File: src/sv/rhht_pkg.sv
// ----------------------------------------------------------------------------
// rhht_pkg
// Shared codes and constants for the Robin Hood hash table.
// ----------------------------------------------------------------------------
package rhht_pkg;

  localparam int KEY_W   = 64;
  localparam int VAL_W   = 64;
  localparam int TOTAL_W = 8;

  typedef logic [1:0] action_t;
  typedef logic [1:0] status_t;

  localparam action_t ACT_SET    = 2'd0;
  localparam action_t ACT_GET    = 2'd1;
  localparam action_t ACT_REMOVE = 2'd2;
  localparam action_t ACT_CLEAR  = 2'd3;

  localparam status_t STAT_DONE     = 2'd0;
  localparam status_t STAT_NOTFOUND = 2'd1;
  localparam status_t STAT_FULL     = 2'd2;

  // splitmix64 finaliser multipliers
  localparam logic [63:0] MIX_C1 = 64'hbf58476d1ce4e5b9;
  localparam logic [63:0] MIX_C2 = 64'h94d049bb133111eb;

endpackage

File: src/sv/rhht_hash.sv
// ----------------------------------------------------------------------------
// rhht_hash
// Multi-cycle splitmix64 finaliser: one shared 32x32 multiplier, six steps.
// ----------------------------------------------------------------------------
module rhht_hash #(
  parameter int IW = 8
) (
  input  logic                   clk,
  input  logic                   rst_n,
  input  logic                   start,
  input  logic [rhht_pkg::KEY_W-1:0] key,
  output logic                   done,
  output logic [IW-1:0]          slot
);
  import rhht_pkg::*;

  logic [63:0] a_r, a_nxt;
  logic [63:0] acc_r, acc_nxt;
  logic [2:0]  step_r, step_nxt;
  logic        busy_r, busy_nxt;
  logic        done_r, done_nxt;
  logic [IW-1:0] slot_r, slot_nxt;

  logic [63:0] b;
  logic [31:0] mul_a, mul_b;
  logic [63:0] prod;
  logic [63:0] fin;
  logic [63:0] z;

  assign b    = (step_r < 3'd3) ? MIX_C1 : MIX_C2;
  assign prod = mul_a * mul_b;
  assign fin  = {acc_r[63:32] + prod[31:0], acc_r[31:0]};
  assign z    = fin ^ (fin >> 31);

  always_comb begin
    mul_a = a_r[31:0];
    mul_b = b[31:0];
    case (step_r)
      3'd1, 3'd4: mul_b = b[63:32];
      3'd2, 3'd5: mul_a = a_r[63:32];
      default: ;
    endcase
  end

  always_comb begin
    a_nxt    = a_r;
    acc_nxt  = acc_r;
    step_nxt = step_r;
    busy_nxt = busy_r;
    done_nxt = 1'b0;
    slot_nxt = slot_r;
    if (start) begin
      a_nxt    = key ^ (key >> 30);
      step_nxt = 3'd0;
      busy_nxt = 1'b1;
    end else if (busy_r) begin
      step_nxt = step_r + 3'd1;
      case (step_r)
        3'd0, 3'd3: acc_nxt = prod;
        3'd1, 3'd4: acc_nxt = fin;
        3'd2: a_nxt = fin ^ (fin >> 27);
        default: begin
          slot_nxt = z[IW-1:0];
          done_nxt = 1'b1;
          busy_nxt = 1'b0;
        end
      endcase
    end
  end

  always_ff @(posedge clk) begin
    if (!rst_n) begin
      busy_r <= 1'b0;
      done_r <= 1'b0;
      step_r <= 3'd0;
    end else begin
      busy_r <= busy_nxt;
      done_r <= done_nxt;
      step_r <= step_nxt;
    end
    a_r    <= a_nxt;
    acc_r  <= acc_nxt;
    slot_r <= slot_nxt;
  end

  assign done = done_r;
  assign slot = slot_r;

endmodule

File: config.mk
export PLATFORM = sky130hd
export DESIGN_NAME = rhht_hash
export DESIGN_NICKNAME = d
export VERILOG_FILES = /design/src/sv/rhht_pkg.sv /design/src/sv/rhht_hash.sv
export SDC_FILE = /design/constraint.sdc
export NUM_CORES = 2
export LEC_CHECK = 0
export BUFFER_PORTS_ARGS = -buffer_cell sky130_fd_sc_hd__buf_2
export CAP_MARGIN = 20
export CORE_UTILIZATION = 35
export CTS_CLUSTER_SIZE = 8
export DETAILED_ROUTE_END_ITERATION = 10
export GPL_TIMING_DRIVEN = 0
export HOLD_SLACK_MARGIN = 0.12
export PLACE_DENSITY_LB_ADDON = 0.2
export SLEW_MARGIN = 20
export SYNTH_ARGS = -nofsm -noshare
export SYNTH_HDL_FRONTEND = slang
export SYNTH_SLANG_ARGS = --single-unit
File: constraint.sdc
create_clock -name clk -period 13.8 [get_ports clk]
set_input_delay 1.38 -clock clk [delete_from_list [all_inputs] [get_ports clk]]
set_output_delay 1.38 -clock clk [all_outputs]
set_load 0.02 [all_outputs]
## Word level (Yosys, flattened, before mapping)

Cells that the tools add are included.

| word-level totals | value |
|---|---|
| logic and storage cells | 49 |
| input port bits | 67 |
| register bits | 141 |
| output and inout port bits | 9 |

| operators by class | value |
|---|---|
| $add $sub $neg | 2 |
| eq/ne operators | 5 |
| bitwise operators | 8 |
| reductions and logical operators | 14 |
| multiplexer cells | 11 |
| $lt $le $gt $ge | 1 |
| multipliers | 1 |

Operators by type and width:

| kind | count |
|---|---|
| two-way mux 64 bit | 3 |
| one-hot mux 64 bit (2 select lines) | 1 |
| multiplier 32 x 32 -> 64 bit | 1 |
| two-way mux 32 bit | 2 |
| bitwise XOR 64 x 34 -> 64 bit | 1 |
| bitwise XOR 64 x 37 -> 64 bit | 1 |
| two-way mux 62 bit | 1 |
| adder 32 bit | 1 |
| OR reduction 2 bit | 4 |
| bitwise XOR 8 bit | 1 |
| == test 3 x 2 -> 1 bit (second input constant) | 2 |
| == test 3 bit (second input constant) | 2 |
| AND reduction 3 bit | 2 |
| nonzero test 2 bit | 3 |
| NOT 1 bit | 5 |
| OR reduction 5 bit | 1 |
| two-way mux 1 bit | 4 |
| AND reduction 4 bit | 1 |
| adder 3 x 1 -> 3 bit (second input constant) | 1 |
| == test 3 x 1 -> 1 bit (second input constant) | 1 |
| zero test 3 bit | 1 |
| less-than comparator 3 x 2 -> 1 bit (second input constant) | 1 |
| OR reduction 3 bit | 1 |
| AND reduction 2 bit | 1 |

## Depth between registers and ports, before layout

| depth | value |
|---|---|
| depth in word-level cells | 9 |
| gate-level depth with buffers | 43 |
| depth with buffers taken out | 42 |

## Worst setup path before layout

OpenSTA, ideal clock, no wires.

| timing | value |
|---|---|
| path kind | register to register |
| start point | reg step_r[0] |
| end point | reg a_r[35] (data pin) |
| setup time | 0.260 ns |
| path buffers | 2 |
| setup slack | 3.594 ns |
| clock period less this slack | 10.206 ns |
| arrival | 9.946 ns |
| data required time | 13.540 ns |
| stages on the path, launching flop included | 42 |
| path through | dfxtp_1 -> inv_1 -> ha_1 -> mux2i_2 -> buf_2 -> mux2i_1 -> nor2_1 -> nand2_1 -> inv_1 -> nor2_1 -> fa_1 -> inv_1 -> fa_1 -> fa_1 -> inv_1 -> fa_1 -> inv_1 -> fa_1 -> [6 not listed] -> buf_2 -> nand2_1 -> nand2_1 -> a221oi_1 -> nand2_1 -> a21o_1 -> a21oi_1 -> xnor2_1 -> ha_1 -> a21o_1 -> a21oi_1 -> o21ai_0 -> a21oi_1 -> o21ai_1 -> a21o_1 -> a221oi_2 -> xnor2_1 -> mux2_2 |

| on the way | value |
|---|---|
| cells in the longest elaborated chain, start to end | 9 |
| elaborated cells between the ends (all ways) | 16 |
| classes of those cells | add/sub (1); mul (1); order compare (1); eq/ne (4); mux (6); bitwise (1); reduce/logical (2) |

Ends and longest elaborated chain:

| what | line | source |
|---|---|---|
| from (decl) | rhht_hash.sv:19 | `logic [2:0] step_r, step_nxt;` |
| from (signal assigned) | rhht_hash.sv:79 | `step_r <= step_nxt;` |
| less-than comparator 3 x 2 -> 1 bit (tied with other cells) | rhht_hash.sv:30 | `assign b = (step_r < 3'd3) ? MIX_C1 : MIX_C2;` |
| two-way mux 62 bit or OR reduction 2 bit (tied branches) | rhht_hash.sv:30, rhht_hash.sv:38 |  |
| two-way mux 32 bit | rhht_hash.sv:38 | `case (step_r)` |
| multiplier 32 x 32 -> 64 bit (*) | rhht_hash.sv:31 | `assign prod = mul_a * mul_b;` |
| adder 32 bit (*) | rhht_hash.sv:32 | `assign fin = {acc_r[63:32] + prod[31:0], acc_r[31:0]};` |
| bitwise XOR 64 x 37 -> 64 bit (*) | rhht_hash.sv:61 | `3'd2: a_nxt = fin ^ (fin >> 27);` |
| two-way mux 64 bit (*) | rhht_hash.sv:58 | `case (step_r)` |
| two-way mux 64 bit (*) | rhht_hash.sv:56 | `end else if (busy_r) begin` |
| two-way mux 64 bit (*) | rhht_hash.sv:52 | `if (start) begin` |
| net a_nxt[35] | rhht_hash.sv:17 | `logic [63:0] a_r, a_nxt;` |
| to (signal assigned) | rhht_hash.sv:81 | `a_r <= a_nxt;` |
| to (decl) | rhht_hash.sv:17 |  |

Mark *: on every way through the listed nets, which the timed path passes. The rest lies on a longest branch. The select of a mux whose other input is x is not followed.
A chain may end at the register's enable or synchronous reset.

## Final worst setup path

| timing | value |
|---|---|
| start point | reg step_r[0] |
| end point | reg a_r[36] (data pin) |

The elaborated chain is that of the path after synthesis.

==> qor.csv <==
stage,metric,value,unit
logic_synthesis,Yosys warning count,0,
global_routing,total track usage,0.269,
routing,DRT Pass-1 Iters,6,
sta,final setup vio count,0,
layout,layout cells sized above 1,0.0593,
worst_setup_path,worst-path fanout max,10,
global_routing,first-pass GRT wire length,205,mm
clock_network,Clock Latency Late Sink,0.44,ns
floorplan,DIE WIDTH,328,um
worst_setup_path,startpoint types,register,
layout,fin area,0.0403,mm2
logic_synthesis,async set-or-reset flop fraction in the synthesized netlist,0,
clock_network,CTS H-tree depth,4,
layout,Util after Layout,0.382,
sta,minimum clock period,13.71,ns
logic_synthesis,syn_area_per_cell,9.90,um2
place,Final HPWL DP,126,mm
run,max cap viols,0,
global_routing,total grt overflow,0,
worst_setup_path,Worst setup EP type,register,
routing,Avg WL per Cell,26.8,um
place,pre-CTS setup slack,0.168,ns
sta,FMAX,73.0,MHz
layout,area grow syn2layout,8.32,%
layout,Total Nets Final,5126,
worst_setup_path,Critical Path Max Stage Delay,0.92,ns
layout,"commonest non-fill, non-tap cells in the layout","938 x inv_1, 821 x fa_1, 371 x ha_1, 347 x nor2_1, 229 x nand2_1",
clock_network,clock buffer depth,2,
floorplan,Initial Util,0.353,
logic_synthesis,Post-Syn Area,0.0372,mm2
clock_network,CTS Buf Count,17,
logic_synthesis,"Top FF cell, synth",edfxtp_1,
logic_synthesis,library cells used by synthesis,81,
sta,Max transition margin,0.196,
floorplan,Core ar.,0.105,mm2
floorplan,Die Area,0.108,mm2
run_status,run status,completed,
clock_network,CTS tree,done,
routing,Initial DRC Count,2690,
worst_setup_path,slowest CP cell,clkbuf_1,
logic_synthesis,#FFs+latches synth,141,
floorplan,Die Y,328,um
routing,via count of the routed design,27400,
place,Port Buf Inserts,74,
clock_network,Clock transition at path regs,0.07,ns
routing,final WL,142,mm
place,final RePlAce weighted congestion,0.994,
sta,clock skew,0.00816,ns
clock_network,Clock Sinks,141,
floorplan,Rows,119,
global_routing,largest net degree at the start of global routing,50,
sta,fin. max-slew vios,0,
routing,DRC,0,
sta,Final WS setup,0.0924,ns
worst_setup_path,Required @ worst endpoint,13.96,ns
sta,worst-margin pin slew,1.17,ns
global_routing,initial antenna violation count,5,
sta,fin crit share,0.993,
sta,final-report hold violation count,0,
worst_setup_path,Setup CP Type,reg2reg,
logic_synthesis,"EDFF count, synth",136,
logic_synthesis,"Seq/Total Area, Yosys",0.112,
routing,via density per instance,5.20,
floorplan,I/O pin count,76,
worst_setup_path,Crit path top cell by count,fa_1,
clock_network,CTS Hold Bufs,0,
worst_setup_path,Worst Path Arrival,13.87,ns
place,DP Area,0.0397,mm2
global_routing,vias in the first global route,29000,
logic_synthesis,Post-Syn Nets,5019,
routing,Antenna Nets Post-Route,0,
logic_synthesis,synthesized instance count,3760,
sta,total negative setup slack,0,ns
sta,RSZ-0062 raised after global routing,false,
clock_network,root buffer cell,clkbuf_16,
min_path,hold crit path type,reg2reg,
layout,"commonest non-fill, non-tap cell in the layout",inv_1,
-- sequential cells by signal (all words and copies together) (netlist names) --
register,count
a_r,64
acc_r,64
busy_r,1
done,1
slot,8
step_r,3
-- logic make-up after synthesis --
| logic type | after synthesis | share of synthesized area |
|---|---|---|
| compound gates | 438 | 0.0744 |
| buf+inv | 1041 | 0.106 |
| simple gates | 712 | 0.0806 |
| mux | 64 | 0.0190 |
| xor+xnor | 172 | 0.0413 |
| fa+ha+maj | 1192 | 0.566 |
| flops | 141 | 0.112 |
-- routing by layer --
metal	GRT usage	wire, um
met1	0.387	61300
met2	0.409	62200
met3	0.0342	11000
met4	0.110	7010
met5	0	0
-- worst paths after layout --
path	end	cells past startpoint	from	slack [ns]
worst max register to register	a_r[36]	35	step_r[0]	0.09
worst min register to register	slot[3]	1	acc_r[3]	0.63
worst max-delay path	a_r[36]	35	step_r[0]	0.09
worst min-delay path	slot[3]	1	acc_r[3]	0.63
-- synth_stat cells (4+ instances only) --
library cell    n  share of area
a211oi_1        8         0.0016
a21o_1         52          0.010
a21oi_1       137          0.018
a221oi_1        6         0.0014
a31o_2          5         0.0012
a31oi_1         7         0.0012
and2_1         31         0.0052
and3_1         13         0.0022
and4_1          4        0.00094
buf_1          12         0.0012
buf_2          13         0.0017
clkbuf_1       66         0.0067
clkinv_1        7        0.00071
dfxtp_1         5         0.0027
edfxtp_1      136           0.11
fa_1          821           0.44
ha_1          371           0.12
inv_1         938          0.095
mux2_2         37          0.011
mux2i_1        21         0.0056
mux2i_2         4         0.0015
nand2_1       229          0.023
nand2b_1        8         0.0013
nand3_1        12         0.0016
nand4_1        20         0.0034
nor2_1        348          0.035
nor2b_1         8         0.0013
nor3_1         17         0.0023
o211ai_1        9         0.0018
o21a_1         15         0.0030
o21ai_0       113          0.015
o21ai_1         4        0.00054
o21bai_1       16         0.0032
o22ai_1        18         0.0030
o31ai_1         6         0.0012
or3_1           5        0.00084
or4_1           4        0.00081
xnor2_1       104          0.024
xor2_1         66          0.016
-- worst max-delay path, delay by kind of cell, from the launching register on --
family | cells | cell delay, ns
XOR/XNOR | 3 | 1.41
multiplexers | 1 | 0.90
flip-flops | 1 | 0.48
adder cells (fa/ha/maj) | 11 | 4.63
buffers and inverters | 7 | 2.94
AND/OR/NAND/NOR | 3 | 1.05
AO/OA/AOI/OAI | 10 | 1.93
-- through the flow --
stage / instances / hold slack [ns]
2_1_floorplan: 3760 / 0.545
3_3_place_gp: 5225 / 0.597
3_5_place_dp: 5239 / 0.610
4_1_cts: 5271 / 0.625
5_1_grt: 5271 / 0.659
6_report: 5275 / 0.631
-- timing repair --
action,CTS,global route
gates resized for setup,0,12
setup buffers,0,0
setup endpoints to repair,0,15
-- area by class of cell --
cell class                      count  area [um2]
Timing Repair Buffer               88         582
Multi-Input combinational cell   2578       29200
Sequential cell                   141        4180
Fill cell                       10900       65100
Clock inverter                     15         174
Buffer                             96         408
Tap cell                         1391        1740
Inverter                          945        3550
Antenna cell                        4        10.0
Clock buffer                       17         425
Power is left out: the tool's default activity adds up to more than one toggle a clock period on the data nets, which glitch-free logic cannot reach.
